==> config.mk <==
export PLATFORM = sky130hd
export DESIGN_NAME = length_prefixed_frame_receiver
export DESIGN_NICKNAME = d
export VERILOG_FILES = /design/src/hdl/lpfr_pkg.sv /design/src/hdl/lpfr_parser.sv /design/src/hdl/lpfr_fifo.sv /design/src/hdl/length_prefixed_frame_receiver.sv
export SDC_FILE = /design/constraint.sdc
export NUM_CORES = 1
export LEC_CHECK = 0
export BUFFER_PORTS_ARGS = -buffer_cell sky130_fd_sc_hd__buf_2
export CORE_MARGIN = 2
export CORE_UTILIZATION = 40
export CTS_CLUSTER_SIZE = 24
export DETAILED_ROUTE_END_ITERATION = 10
export GPL_TIMING_DRIVEN = 0
export SLEW_MARGIN = 0
export SYNTH_ARGS = -nofsm -noshare
export SYNTH_HDL_FRONTEND = slang
export SYNTH_SLANG_ARGS = --single-unit
==> constraint.sdc <==
create_clock -name clk -period 10.4 [get_ports clk]
set_clock_uncertainty 0.1 [all_clocks]
set_input_delay 1.04 -clock clk [delete_from_list [all_inputs] [get_ports clk]]
set_output_delay 1.04 -clock clk [all_outputs]
set_load 0.01 [all_outputs]
==> src/hdl/lpfr_pkg.sv <==
// Shared types and constants for the length-prefixed frame receiver.
// No dependencies; imported by every module of the block.
package lpfr_pkg;

  // Widths of the stream and of the session fields.
  localparam int unsigned BYTE_W   = 8;
  localparam int unsigned LEN_W    = 31;
  localparam int unsigned FIELD_W  = 32;
  localparam int unsigned STATUS_W = 2;

  // Default depth of the result queue.
  localparam int unsigned RESULT_DEPTH_DEFAULT = 4;

  // Largest frame length accepted after reset.
  localparam logic [LEN_W-1:0] MAX_LEN_RESET = LEN_W'(65536);

  // Result status codes.
  typedef enum logic [STATUS_W-1:0] {
    STATUS_ACK        = 2'd0,
    STATUS_BAD_HEADER = 2'd1,
    STATUS_MISMATCH   = 2'd2
  } status_t;

  // One result item as it travels through the queue.
  typedef struct packed {
    status_t           status;
    logic [LEN_W-1:0]  ack_length;
    logic              session_done;
  } result_t;

endpackage

==> src/hdl/lpfr_parser.sv <==
// Front part of the receiver: takes one stream byte per transaction and
// produces at most one result per byte. Depends on lpfr_pkg.
module lpfr_parser
  import lpfr_pkg::*;
(
  input  logic              clk,
  input  logic              rst,
  input  logic              in_take,
  input  logic [BYTE_W-1:0] data_byte,
  input  logic              new_session,
  input  logic              cfg_write,
  input  logic [LEN_W-1:0]  cfg_max_len,
  output logic              res_valid,
  output result_t           res
);

  typedef enum logic [4:0] {
    PH_COUNT   = 5'b00001,
    PH_LENGTH  = 5'b00010,
    PH_FIELD   = 5'b00100,
    PH_PAYLOAD = 5'b01000,
    PH_STOP    = 5'b10000
  } phase_t;

  phase_t                  phase, phase_next;
  logic [1:0]              field_byte_index;
  logic [FIELD_W-BYTE_W-1:0] field_shift;
  logic [LEN_W-1:0]        frames_declared, frames_declared_next;
  logic [LEN_W-1:0]        frame_length, frame_length_next;
  logic [LEN_W-1:0]        frames_seen, frames_seen_next;
  logic [LEN_W-1:0]        payload_left, payload_left_next;
  logic [LEN_W-1:0]        max_len;

  logic [FIELD_W-1:0]      field_value;
  logic                    field_last;
  logic [LEN_W-1:0]        seen_inc;
  logic [LEN_W-1:0]        left_dec;

  // The 32-bit field as it stands once this byte is shifted in.
  assign field_value = {field_shift, data_byte};
  assign field_last  = (field_byte_index == 2'd3);
  assign seen_inc    = frames_seen + LEN_W'(1);
  assign left_dec    = (payload_left != '0) ? payload_left - LEN_W'(1) : payload_left;

  // Configuration register; it takes effect on the next header.
  always_ff @(posedge clk) begin
    if (rst) begin
      max_len <= MAX_LEN_RESET;
    end else if (cfg_write) begin
      max_len <= cfg_max_len;
    end
  end

  // Phase decisions and the result of this byte.
  always_comb begin
    phase_next           = phase;
    frames_declared_next = frames_declared;
    frame_length_next    = frame_length;
    frames_seen_next     = frames_seen;
    payload_left_next    = payload_left;
    res_valid            = 1'b0;
    res.status           = STATUS_ACK;
    res.ack_length       = '0;
    res.session_done     = 1'b0;
    case (phase)
      PH_COUNT: begin
        if (field_last) begin
          frames_declared_next = field_value[FIELD_W-1] ? '0 : field_value[LEN_W-1:0];
          phase_next           = PH_LENGTH;
        end
      end
      PH_LENGTH: begin
        if (field_last) begin
          if (frames_declared == '0 || field_value[FIELD_W-1] || field_value == '0 ||
              field_value[LEN_W-1:0] > max_len) begin
            phase_next = PH_STOP;
            res_valid  = 1'b1;
            res.status = STATUS_BAD_HEADER;
          end else begin
            frame_length_next = field_value[LEN_W-1:0];
            phase_next        = PH_FIELD;
          end
        end
      end
      PH_FIELD: begin
        if (field_last) begin
          if (field_value != {1'b0, frame_length}) begin
            phase_next = PH_STOP;
            res_valid  = 1'b1;
            res.status = STATUS_MISMATCH;
          end else begin
            payload_left_next = frame_length;
            phase_next        = PH_PAYLOAD;
          end
        end
      end
      PH_PAYLOAD: begin
        payload_left_next = left_dec;
        if (left_dec == '0) begin
          frames_seen_next = seen_inc;
          res_valid        = 1'b1;
          res.ack_length   = frame_length;
          if (seen_inc >= frames_declared) begin
            res.session_done = 1'b1;
            phase_next       = PH_STOP;
          end else begin
            phase_next = PH_FIELD;
          end
        end
      end
      default: begin
        phase_next = phase;
      end
    endcase
    // A restart byte gives no result.
    if (new_session) begin
      res_valid = 1'b0;
    end
  end

  // Session state, updated once per accepted byte.
  always_ff @(posedge clk) begin
    if (rst) begin
      phase            <= PH_COUNT;
      field_byte_index <= '0;
      field_shift      <= '0;
      frames_declared  <= '0;
      frame_length     <= '0;
      frames_seen      <= '0;
      payload_left     <= '0;
    end else if (in_take) begin
      if (new_session) begin
        phase            <= PH_COUNT;
        field_byte_index <= '0;
        field_shift      <= '0;
        frames_declared  <= '0;
        frame_length     <= '0;
        frames_seen      <= '0;
        payload_left     <= '0;
      end else begin
        // Only the field phases shift bytes in.
        if (phase == PH_COUNT || phase == PH_LENGTH || phase == PH_FIELD) begin
          field_shift      <= field_value[FIELD_W-BYTE_W-1:0];
          field_byte_index <= field_byte_index + 2'd1;
        end
        phase           <= phase_next;
        frames_declared <= frames_declared_next;
        frame_length    <= frame_length_next;
        frames_seen     <= frames_seen_next;
        payload_left    <= payload_left_next;
      end
    end
  end

endmodule

==> src/hdl/lpfr_fifo.sv <==
// Result queue between the parser and the result port: a small register
// array with read and write pointers. Depends on lpfr_pkg.
module lpfr_fifo
  import lpfr_pkg::*;
#(
  parameter int unsigned DEPTH = RESULT_DEPTH_DEFAULT
) (
  input  logic    clk,
  input  logic    rst,
  input  logic    wr_en,
  input  result_t wr_data,
  output logic    full,
  input  logic    rd_en,
  output result_t rd_data,
  output logic    empty
);

  localparam int unsigned PTR_W = (DEPTH > 1) ? $clog2(DEPTH) : 1;
  localparam int unsigned CNT_W = $clog2(DEPTH + 1);
  localparam logic [PTR_W-1:0] PTR_LAST = PTR_W'(DEPTH - 1);
  localparam logic [CNT_W-1:0] CNT_FULL = CNT_W'(DEPTH);

  result_t          slots [DEPTH];
  logic [PTR_W-1:0] wr_ptr;
  logic [PTR_W-1:0] rd_ptr;
  logic [CNT_W-1:0] count;
  logic             do_wr;
  logic             do_rd;

  assign full    = (count == CNT_FULL);
  assign empty   = (count == '0);
  assign do_wr   = wr_en && !full;
  assign do_rd   = rd_en && !empty;
  assign rd_data = slots[rd_ptr];

  // Storage write.
  always_ff @(posedge clk) begin
    if (do_wr) begin
      slots[wr_ptr] <= wr_data;
    end
  end

  // Pointers and occupancy.
  always_ff @(posedge clk) begin
    if (rst) begin
      wr_ptr <= '0;
      rd_ptr <= '0;
      count  <= '0;
    end else begin
      if (do_wr) begin
        wr_ptr <= (wr_ptr == PTR_LAST) ? '0 : wr_ptr + PTR_W'(1);
      end
      if (do_rd) begin
        rd_ptr <= (rd_ptr == PTR_LAST) ? '0 : rd_ptr + PTR_W'(1);
      end
      if (do_wr && !do_rd) begin
        count <= count + CNT_W'(1);
      end else if (do_rd && !do_wr) begin
        count <= count - CNT_W'(1);
      end
    end
  end

endmodule

==> src/hdl/length_prefixed_frame_receiver.sv <==
// Length-prefixed frame receiver: takes one stream byte per clock cycle at full
// rate, with no wait states of its own. The parser decides each byte in the cycle
// it is accepted, and its result (acknowledge, bad header or length mismatch) is
// registered at the tail of the result queue. Results wait in a queue of
// FIFO_DEPTH entries; full rises only when that many results are still unread, so
// input stalls come from the result side alone. The max_frame_length register is
// always ready and applies to the next header that completes.
// Depends on lpfr_pkg, lpfr_parser and lpfr_fifo.
module length_prefixed_frame_receiver
  import lpfr_pkg::*;
#(
  parameter int unsigned FIFO_DEPTH = RESULT_DEPTH_DEFAULT
) (
  input  logic              clk,
  input  logic              rst,
  // Byte stream.
  input  logic              push,
  output logic              full,
  input  logic [BYTE_W-1:0] data_byte,
  input  logic              new_session,
  // Results.
  output logic              empty,
  input  logic              pop,
  output logic [1:0]        status,
  output logic [LEN_W-1:0]  ack_length,
  output logic              session_done,
  // Configuration.
  input  logic              cfg_valid,
  output logic              cfg_ready,
  input  logic [LEN_W-1:0]  max_frame_length
);

  logic    take;
  logic    res_valid;
  result_t res;
  result_t head;

  assign cfg_ready = 1'b1;
  assign take      = push && !full;

  // Front part: byte parsing and session checks.
  lpfr_parser u_parser (
    .clk         (clk),
    .rst         (rst),
    .in_take     (take),
    .data_byte   (data_byte),
    .new_session (new_session),
    .cfg_write   (cfg_valid && cfg_ready),
    .cfg_max_len (max_frame_length),
    .res_valid   (res_valid),
    .res         (res)
  );

  // Back part: queue of results waiting to be popped.
  lpfr_fifo #(
    .DEPTH (FIFO_DEPTH)
  ) u_fifo (
    .clk     (clk),
    .rst     (rst),
    .wr_en   (take && res_valid),
    .wr_data (res),
    .full    (full),
    .rd_en   (pop),
    .rd_data (head),
    .empty   (empty)
  );

  assign status       = head.status;
  assign ack_length   = head.ack_length;
  assign session_done = head.session_done;

endmodule

# Word level (Yosys, flattened, before mapping)
# Memories as Yosys holds them, arrays and structs flattened. A register that Yosys moved wholly into a read port is not among the register bits.
# Index checks and enable logic that the tools add are counted.
[totals]
reg_bits = 193
ramBits = 136
in_bits = 45
out_inout_bits = 37
elab_cells = 123
mem_count = 1
[op_classes]
n_addsub = 7
order_cmp = 2
eq_ne = 15
n_mux = 52
reduce_logical = 35
[mem_list]
columns = ["name", "words", "width", "rd", "rd_clocked_by_memory_dff", "write_ports", "line", "text"]
rows = [
  ["u_fifo.slots", 4, 34, 1, 1, 1, "lpfr_fifo.sv:23", "result_t slots [DEPTH];"],
]
[op_table]
columns = ["op", "count"]
rows = [
  ["31-bit two-way mux", 15],
  ["32-bit two-way mux", 2],
  ["31-bit zero test", 2],
  ["31-bit case mux with 2 select lines", 1],
  ["24-bit two-way mux", 2],
  ["5-bit two-way mux", 8],
  ["32-bit zero test", 1],
  ["32-bit by 31-bit != test with 1-bit output", 1],
  ["31-bit by 1-bit adder with 31-bit output (second input constant)", 1],
  ["31-bit greater-or-equal comparator", 1],
  ["31-bit greater-than comparator", 1],
  ["31-bit nonzero test", 1],
  ["31-bit by 1-bit subtractor with 31-bit output (second input constant)", 1],
  ["5-bit case mux with 4 select lines", 1],
  ["2-bit two-way mux", 9],
  ["2-bit nonzero test", 7],
  ["3-bit by 2-bit != test with 1-bit output (second input constant)", 4],
  ["1-bit two-way mux", 10],
  ["4-bit AND reduction", 2],
  ["2-bit by 1-bit adder with 2-bit output (second input constant)", 3],
  ["2-bit == test (second input constant)", 3],
  ["1-bit logical AND", 6],
  ["3-bit two-way mux", 2],
  ["3-bit AND reduction", 2],
  ["other kinds (18)", 25],
]

# Logic depth before layout (Yosys ltp)
# Gate-level depths: netlist of the first run.
[depth]
ltp_word = 14
mapped_depth = 18

# Cells and area by module
# From an unflattened synthesis of the first run, not the netlist that was laid out.
[hier_totals]
hier_cells = 1669
area_unflattened_um2 = 16615.9
[modules_own_cells]
columns = ["module", "instances", "cells_each", "area_each_um2", "seq_area_each_um2"]
rows = [
  ["lpfr_parser", 1, 1437, 11192.0, 3723.6],
  ["lpfr_fifo", 1, 228, 5397.7, 4264.1],
  ["length_prefixed_frame_receiver", 1, 4, 26.3, 0.0],
]

# Worst setup path before layout of the first run
# Ideal clock, no wire load.
[synth_path]
kind = "reg-to-reg"
startpoint = "register u_parser.payload_left[0]"
endpoint = "memory u_fifo.slots[3][0] in the netlist's numbering, enable pin"
t_arrival_ns = 3.582
required_ns = 9.906
setup_slack_ns = 6.323
path_stages_with_launch = 13
path_buffers = 1
synth_period_minus_slack_ns = 4.077
path_cell_list = "dfxtp_1 clkbuf_1 inv_1 ha_1 nor4b_1 nand4_1 nor3_2 nor4_1 xnor2_1 and4b_1 and4_4 o311a_4 and2_1"
[synth_between]
elab_chain_len = 10
elab_cells_between_ends = 11
cone_classes = "1 x add/sub; 6 x mux; 4 x reduce/logical"
[synth_lines]
columns = ["item", "line", "text"]
rows = [
  ["from (decl)", "lpfr_parser.sv:31", "logic [LEN_W-1:0] payload_left, payload_left_next;"],
  ["from (signal assigned)", "lpfr_parser.sv:150", "payload_left <= payload_left_next;"],
  ["31-bit by 1-bit subtractor with 31-bit output / 31-bit nonzero test (equally long branches)", "lpfr_parser.sv:43", "assign left_dec = (payload_left != '0) ? payload_left - LEN_W'(1) : payload_left;"],
  ["31-bit two-way mux *", "lpfr_parser.sv:43", ""],
  ["31-bit zero test *", "lpfr_parser.sv:99", "if (left_dec == '0) begin"],
  ["1-bit two-way mux *", "lpfr_parser.sv:99", ""],
  ["1-bit case mux with 3 select lines *", "lpfr_parser.sv:65", "case (phase)"],
  ["1-bit two-way mux *", "lpfr_parser.sv:116", "if (new_session) begin"],
  ["1-bit logical AND *", "length_prefixed_frame_receiver.sv:60", ".wr_en (take && res_valid),"],
  ["1-bit logical AND *", "lpfr_fifo.sv:32", "assign do_wr = wr_en && !full;"],
  ["named net u_fifo.do_wr", "lpfr_fifo.sv:27", "logic do_wr;"],
  ["1-bit two-way mux *", "lpfr_fifo.sv:38", "if (do_wr) begin"],
  ["1-bit two-way mux (implied by the code) *", "lpfr_fifo.sv:39", "slots[wr_ptr] <= wr_data;"],
  ["to (decl)", "lpfr_fifo.sv:23", ""],
]
# The timed path passes the listed nets; every way through them passes the cells marked *.

# Final worst setup path of the first run
[layout_path]
startpoint = "register u_parser.payload_left[0]"
endpoint = "register u_fifo.count[2]"
[layout_between]
elab_chain_len = 11
elab_cells_between_ends = 14
cone_classes = "1 x add/sub; 5 x mux; 8 x reduce/logical"
[layout_lines]
columns = ["item", "line", "text"]
rows = [
  ["31-bit by 1-bit subtractor with 31-bit output / 31-bit nonzero test (equally long branches)", "lpfr_parser.sv:43", ""],
  ["31-bit two-way mux *", "lpfr_parser.sv:43", ""],
  ["31-bit zero test *", "lpfr_parser.sv:99", ""],
  ["1-bit two-way mux *", "lpfr_parser.sv:99", ""],
  ["1-bit case mux with 3 select lines *", "lpfr_parser.sv:65", ""],
  ["1-bit two-way mux *", "lpfr_parser.sv:116", ""],
  ["1-bit logical AND *", "length_prefixed_frame_receiver.sv:60", ""],
  ["1-bit logical AND *", "lpfr_fifo.sv:32", ""],
  ["named net u_fifo.do_wr", "lpfr_fifo.sv:27", ""],
  ["1-bit zero test", "lpfr_fifo.sv:58", "end else if (do_rd && !do_wr) begin"],
  ["1-bit logical AND", "lpfr_fifo.sv:58", ""],
  ["2-bit nonzero test (no line)", "--", ""],
  ["to (signal assigned)", "lpfr_fifo.sv:57", "count <= count + CNT_W'(1);"],
  ["to (signal assigned)", "lpfr_fifo.sv:59", "count <= count - CNT_W'(1);"],
  ["to (decl)", "lpfr_fifo.sv:26", "logic [CNT_W-1:0] count;"],
]
# Marked as above.
# A chain may end at the register's enable or synchronous reset.

==> run metrics, run 1 <==
ys async rst share 0%; non-filler cells, final 2323; Worst R2R Setup Slack 4700 ps; dominant cell type by area after synthesis edfxtp_1; Final min period ~5700 ps; largest net degree at the start of global routing 34; share of layout cells above drive strength 1 11.8%; Synth warnings 0; Area contributors post-synth edfxtp_1 (25%), dfxtp_1 (24%), ha_1 (5.4%), mux2i_1 (5.0%), mux4_2 (4.6%); Max Slew Vio Count 0; DRC Markers 0; Antenna Cells 0; Routed Antenna Nets 0; Worst-Skew Late Latency between 500 and 600 ps; Vias 13015; Worst Setup Path Type reg2reg; CTS tree yes; status completed; reg-to-reg startpoint u_parser.payload_left[0]; unrepaired setup endpoints after global routing no; Starting Density 40.6%; Worst Path Arrival 6080 ps; maximum clock rate around 180 MHz; final setup vio count 0; Cell Rows 74; total die area 43100 sq um; synthesized flop and latch total 331; fillcell total ~3900; worst-path fanout max 10; DR WL/cell 20.5 um; port bufs 78; H-tree depth 2; clk buf depth 3; DP HPWL between 30000 and 40000 um; vias per cell between 5 and 6; LEAKAGE 7.02 nW; Hold Vio Cnt, Final 0; # hold bufs at CTS 0; fin crit share about 55%; Tot GR Track Use 21.9%; crit-path cells clkbuf_1 -> inv_1 -> ha_1 -> nor4b_1 -> nand4_1 -> nor3_2 -> nor4_1 -> xnor2_1 -> and4b_1 -> and4_4 -> o311a_4 -> ha_1 -> inv_1 -> fa_1 -> xor2_1 -> or3_1 -> a21oi_1; setup_tns 0 ps; DR pass1 iterations 7; core area between 40000 and 50000 sq um; most numerous cell in the Yosys netlist dfxtp_1; Worst slew margin 39.7%; GPL Wtd Cong 0.973; clock root buffer clkbuf_16; DP Cell Count 2255; Pwr Density ~170 nW/um^2; Setup Buffers After CTS 0; hold wc startpoint u_parser.frames_declared[23]; Mapped Nets 1759; Synth Instances about 1600; Slowest cell on crit path nor4b_1; GRT overflow 0; Mapped Avg Cell Area between 10 and 15 sq um; 1st-iter DRT viols 1127; clock-pin slew on the worst setup and hold paths about 60 ps; Area Overhead vs Synth 14.3%; vias in the first global route 12512; Die Y 208 um; dominant synthesized flop cell dfxtp_1; sequential share of the synthesized area approximately 48%; CP required about 11000 ps; Num Clock Sinks 331; initial antenna violation count 2; Max IR drop VDD between 0.1 and 0.15 mV; cell count of the worst reg-to-reg path 17; Num CTS Buffers 38; first-pass GRT wire length 73400 um; top cells by instance count after synthesis dfxtp_1 (195), nor2_1 (172), edfxtp_1 (136); Die X just over 200 um; Max Cap Viol 0; WHS Endpoint u_parser.frames_declared[23]; Worst Setup Start Kind flop; hold crit path type reg2reg; crit end category flop; Synth cell types 75; WHS Path Cells 2; Post-synth EDFFs 136; CTS resizes 0; slowest stage delay, CP between 700 and 800 ps; routed wire length 47500 um; Final #Nets 1881; RR Endpoint u_fifo.count[2]; Post-Syn Area 16600 sq um; io pins 82; top-area cell type share of the netlist area 24.6%; Tightest Pin Transition 892 ps
cells by family after synthesis:
kind of cell             synth area share (%)
AO/OA/AOI/OAI                            10.6
XOR/XNOR                                 3.12
adder cells (fa/ha/maj)                  5.56
buffers and inverters                    3.93
flip-flops                               48.2
multiplexers                             9.86
other                                  0.0226
AND/OR/NAND/NOR                          18.7
cells in the final DEF, fill, tap and decap left out, drive strengths merged, types with 8 or more instances in the layout:
master	instances
ha	72
dfxtp	195
and3	9
o21ai	54
clkbuf	124
and2	36
nand3b	10
nor2b	31
nand2	125
xor2	41
a21o	28
a21oi	116
clkinv	9
nand3	62
a211oi	8
nand2b	19
mux2i	83
inv	80
nand4	32
or3	9
or2	8
nor2	172
buf	102
edfxtp	136
or4	9
a22o	20
mux4	34
xnor2	18
nor4	46
nor3	27
sequential cells by signal (all words and copies together) (netlist names), named ones only:
signal	count
u_parser.frame_length	31
u_parser.max_len	31
u_fifo.slots	136
u_parser.field_shift	24
u_fifo.wr_ptr	2
u_parser.field_byte_index	2
u_parser.payload_left	31
u_parser.frames_declared	31
u_fifo.count	3
u_parser.phase	5
u_parser.frames_seen	31
u_fifo.rd_ptr	2
layer usage:
layer,vias up,GRT usage [%],wire [um]
li1,6179,-,-
met1,6315,30.5,21400
met2,435,34.5,21600
met3,86,3.49,3200
met4,0,7.68,1340
met5,-,0,0
where the power goes:
part | switching [mW] | leakage [nW] | total (mW) | internal [mW]
sequential | 0.0340 | 2.54 | 1.40 | 1.37
combinational | 0.257 | 3.89 | 0.419 | 0.163
clock | 0.535 | 0.595 | 1.31 | 0.775
metrics by stage:
step | setup WS, ps | instance area [sq um] | util (%) | power, mW | hold slack, ps
2_1_floorplan | 6320 | 16600 | - | 1.72 | 341
3_3_place_gp | 4200 | 17600 | 43.2 | 1.85 | 350
3_5_place_dp | 4790 | 17700 | 43.4 | 1.85 | 364
4_1_cts | 4730 | 18900 | 46.4 | 3.16 | 372
5_1_grt | 4450 | 18900 | 46.4 | 3.26 | 394
6_report | 4700 | 18900 | 46.4 | 3.13 | 373
critical path: cells and delay by family (launching register included):
family	cells	cell delay, ps
simple gates	7	3150
xor+xnor	2	410
buf+inv	3	480
compound gates	2	390
flops	1	290
fa+ha+maj	3	770
final cells by class:
class                           instances  area [sq um]  area share (%)
Inverter                               80           300            1.59
Buffer                                 88           350            1.85
Timing Repair Buffer                   82           470            2.48
Sequential cell                       331          7990            42.2
Clock buffer                           56          1120            5.93
Tap cell                              532           666            3.51
Clock inverter                         12           100           0.529
Multi-Input combinational cell       1142          7940            41.9
worst max-delay path by stage:
stage	start	endpoint	depth (start not counted)
after floorplan	u_parser.payload_left[0]	u_fifo.slots[3][0]	12
after global placement	u_parser.payload_left[0]	u_fifo.slots[0][17]	12
after detailed placement	u_parser.payload_left[0]	u_fifo.count[2]	17
after CTS	u_parser.payload_left[0]	u_fifo.count[2]	17
after global routing	u_parser.payload_left[0]	u_fifo.count[2]	17
final	u_parser.payload_left[0]	u_fifo.count[2]	17
No activity file was read; power rests on OpenSTA's default activity.
==> run 2: changes to the inputs <==
==> constraint.sdc (replaced) <==
create_clock -name clk -period 5.5 [get_ports clk]
set_clock_uncertainty 0.1 [all_clocks]
set_input_delay 0.55 -clock clk [delete_from_list [all_inputs] [get_ports clk]]
set_output_delay 0.55 -clock clk [all_outputs]
set_load 0.01 [all_outputs]
==> run metrics, run 2 (same netlist as run 1, synthesis figures left out) <==
Final Cell Area 19000 sq um; maximum clock rate 191 MHz; Final #Nets between 1500 and 2000; Worst Setup Path Type reg2reg; post-route setup slack 260 ps; CP delay by family, top simple AND/OR/NAND/NOR gates; Biggest register u_fifo.slots; initial antenna violation count 2; met1 GRT Util a little under a third; DP Cell Count 2255; CTS tree yes; DR pass1 iterations 5; Antenna Cells 0; hold crit path type in2reg; vias in the first global route 12511; Die Y 208 um; core area around 41000 sq um; max reg flops 136; Num Clock Sinks between 300 and 400; multi-input logic area between 7000 and 8000 sq um; DRC Markers 0; Area Overhead vs Synth 14.3%; CP required between 5000 and 6000 ps; share of layout cells above drive strength 1 11.8%; unrepaired setup endpoints after global routing no; hold_ws 136 ps; fillcell total 3853; 1st-iter DRT viols around 1100; Worst slew margin 40.1%; RR Endpoint u_fifo.count[2]; clk buf depth 3; P_sw 1.56 mW; hold wc startpoint max_frame_length[3]; Combinational Power Share 13.3%; WHS Endpoint u_parser.max_len[3]; port bufs between 70 and 80; Worst Setup Start Kind flop; Tightest Pin Transition 898 ps; Slowest cell on crit path nor3_4; Worst-Skew Late Latency 550 ps; largest net degree at the start of global routing 34; routed wire length 47500 um; vias per cell 5.60; Buf/Inv on CP 3; Vias 13007; Routed Antenna Nets 0; status completed; utilization after layout between 40 and 50%; crit-path cells clkbuf_1 -> inv_1 -> ha_1 -> nor4b_2 -> nand4_1 -> nor3_4 -> nor4_1 -> xnor2_1 -> and4b_1 -> and4_4 -> o311a_4 -> ha_1 -> inv_1 -> fa_1 -> xor2_1 -> or3_1 -> a21oi_1; Register Area around 8000 sq um; Final min period 5240 ps; DR WL/cell 20.5 um; fin crit share 95.3%; GRT busiest layer met2; P_int approximately 4.4 mW; Worst R2R Setup Slack between 200 and 300 ps; Seq pwr share ~45%; first-pass GRT wire length 73300 um; Worst Path Arrival 5610 ps; slowest stage delay, CP 580 ps; LEAKAGE 7.03 nW; Pwr Density 312 nW/um^2; GR Layer Usage met3 3.39%; GRT overflow 0; most common cell after layout, fill and taps aside dfxtp_1; Max IR drop VDD 0.190 mV; total die area 43100 sq um; crit end category flop; Max Cap Viol 0; Cell Rows 74; Net Sw Frac 26.4%; cell count of the worst reg-to-reg path 17; commonest cells after routing, fill and taps aside dfxtp_1 (195), nor2_1 (172), edfxtp_1 (136); H-tree depth 2; Cell Area, Placed 17700 sq um; total power 5.92 mW; Hold Vio Cnt, Final 0; Max Slew Vio Count 0; Clock power frac 41.9%; reg-to-reg startpoint u_parser.payload_left[0]; non-filler cells, final about 2300; final setup vio count 0; DP HPWL 34900 um; grt met2 use 34.4%; Tot GR Track Use 21.8%; Starting Density 40.6%; clock root buffer clkbuf_16; clock-pin slew on the worst setup and hold paths 60 ps; WHS Path Cells 3; io pins 82; Die X approximately 210 um; GPL Wtd Cong 0.973; worst-path fanout max 10; Num CTS Buffers 38; setup_tns 0 ps; dpl ws -106 ps
[run 2: cell types whose count changed in the layout (fill, tap and decap cells not counted)]
| cell | delta |
|---|---|
| nor3_2 | -1 |
| nor3_4 | +1 |
| nor4b_1 | -1 |
| nor4b_2 | +1 |
[run 2: worst reg2reg max path: stages (launching register included)]
cell and delay, ps:
dfxtp_1 290, clkbuf_1 220, inv_1 200, ha_1 190
nor4b_2 480, nand4_1 560, nor3_4 580, nor4_1 170
xnor2_1 250, and4b_1 320, and4_4 300, o311a_4 270
ha_1 210, inv_1 60, fa_1 370, xor2_1 150
or3_1 300, a21oi_1 130
[run 2: power groups by stage]
stage          Combinational [mW]  Clock, mW  Sequential, mW
3_3_place_gp                0.781          0            2.70
4_1_cts                     0.791       2.53            2.65
3_5_place_dp                0.787          0            2.70
6_report                    0.789       2.48            2.65
5_1_grt                     0.866       2.63            2.66
2_1_floorplan               0.570          0            2.68
[run 2: worst max-delay path by stage]
stage                     cells after the start                      from             endpoint  slack (ps)
final                                        17  u_parser.payload_left[0]      u_fifo.count[2]         260
after global routing                         17  u_parser.payload_left[0]      u_fifo.count[2]          20
after CTS                                    17  u_parser.payload_left[0]      u_fifo.count[2]           3
after detailed placement                     17  u_parser.payload_left[0]      u_fifo.count[2]        -110
after global placement                       12  u_parser.payload_left[0]  u_fifo.slots[0][17]        -700
after floorplan                              12  u_parser.payload_left[0]   u_fifo.slots[3][0]        1420
[run 2: cell type report]
class / instances / share of cell area (%)
inverter: 80 / 1.58
tap: 532 / 3.51
clock inverter: 12 / 0.528
clock buffer: 56 / 5.92
sequential: 331 / 42.1
buffer: 88 / 1.85
timing repair buffer: 82 / 2.48
multi-input combinational: 1142 / 42.0
[run 2: repair_timing]
action,4_1_cts,5_1_grt
resized for setup,1,1
hold endpoints to repair,0,0
hold buffers,0,0
setup endpoints to repair,1,2
setup buffers,0,0
gates cloned,0,0
[run 2: per-layer routing]
layer | vias to the layer above | wire, um
li1 | 6170 | -
met5 | - | 0
met3 | 88 | 3260
met1 | 6282 | 21300
met4 | 0 | 1430
met2 | 467 | 21600
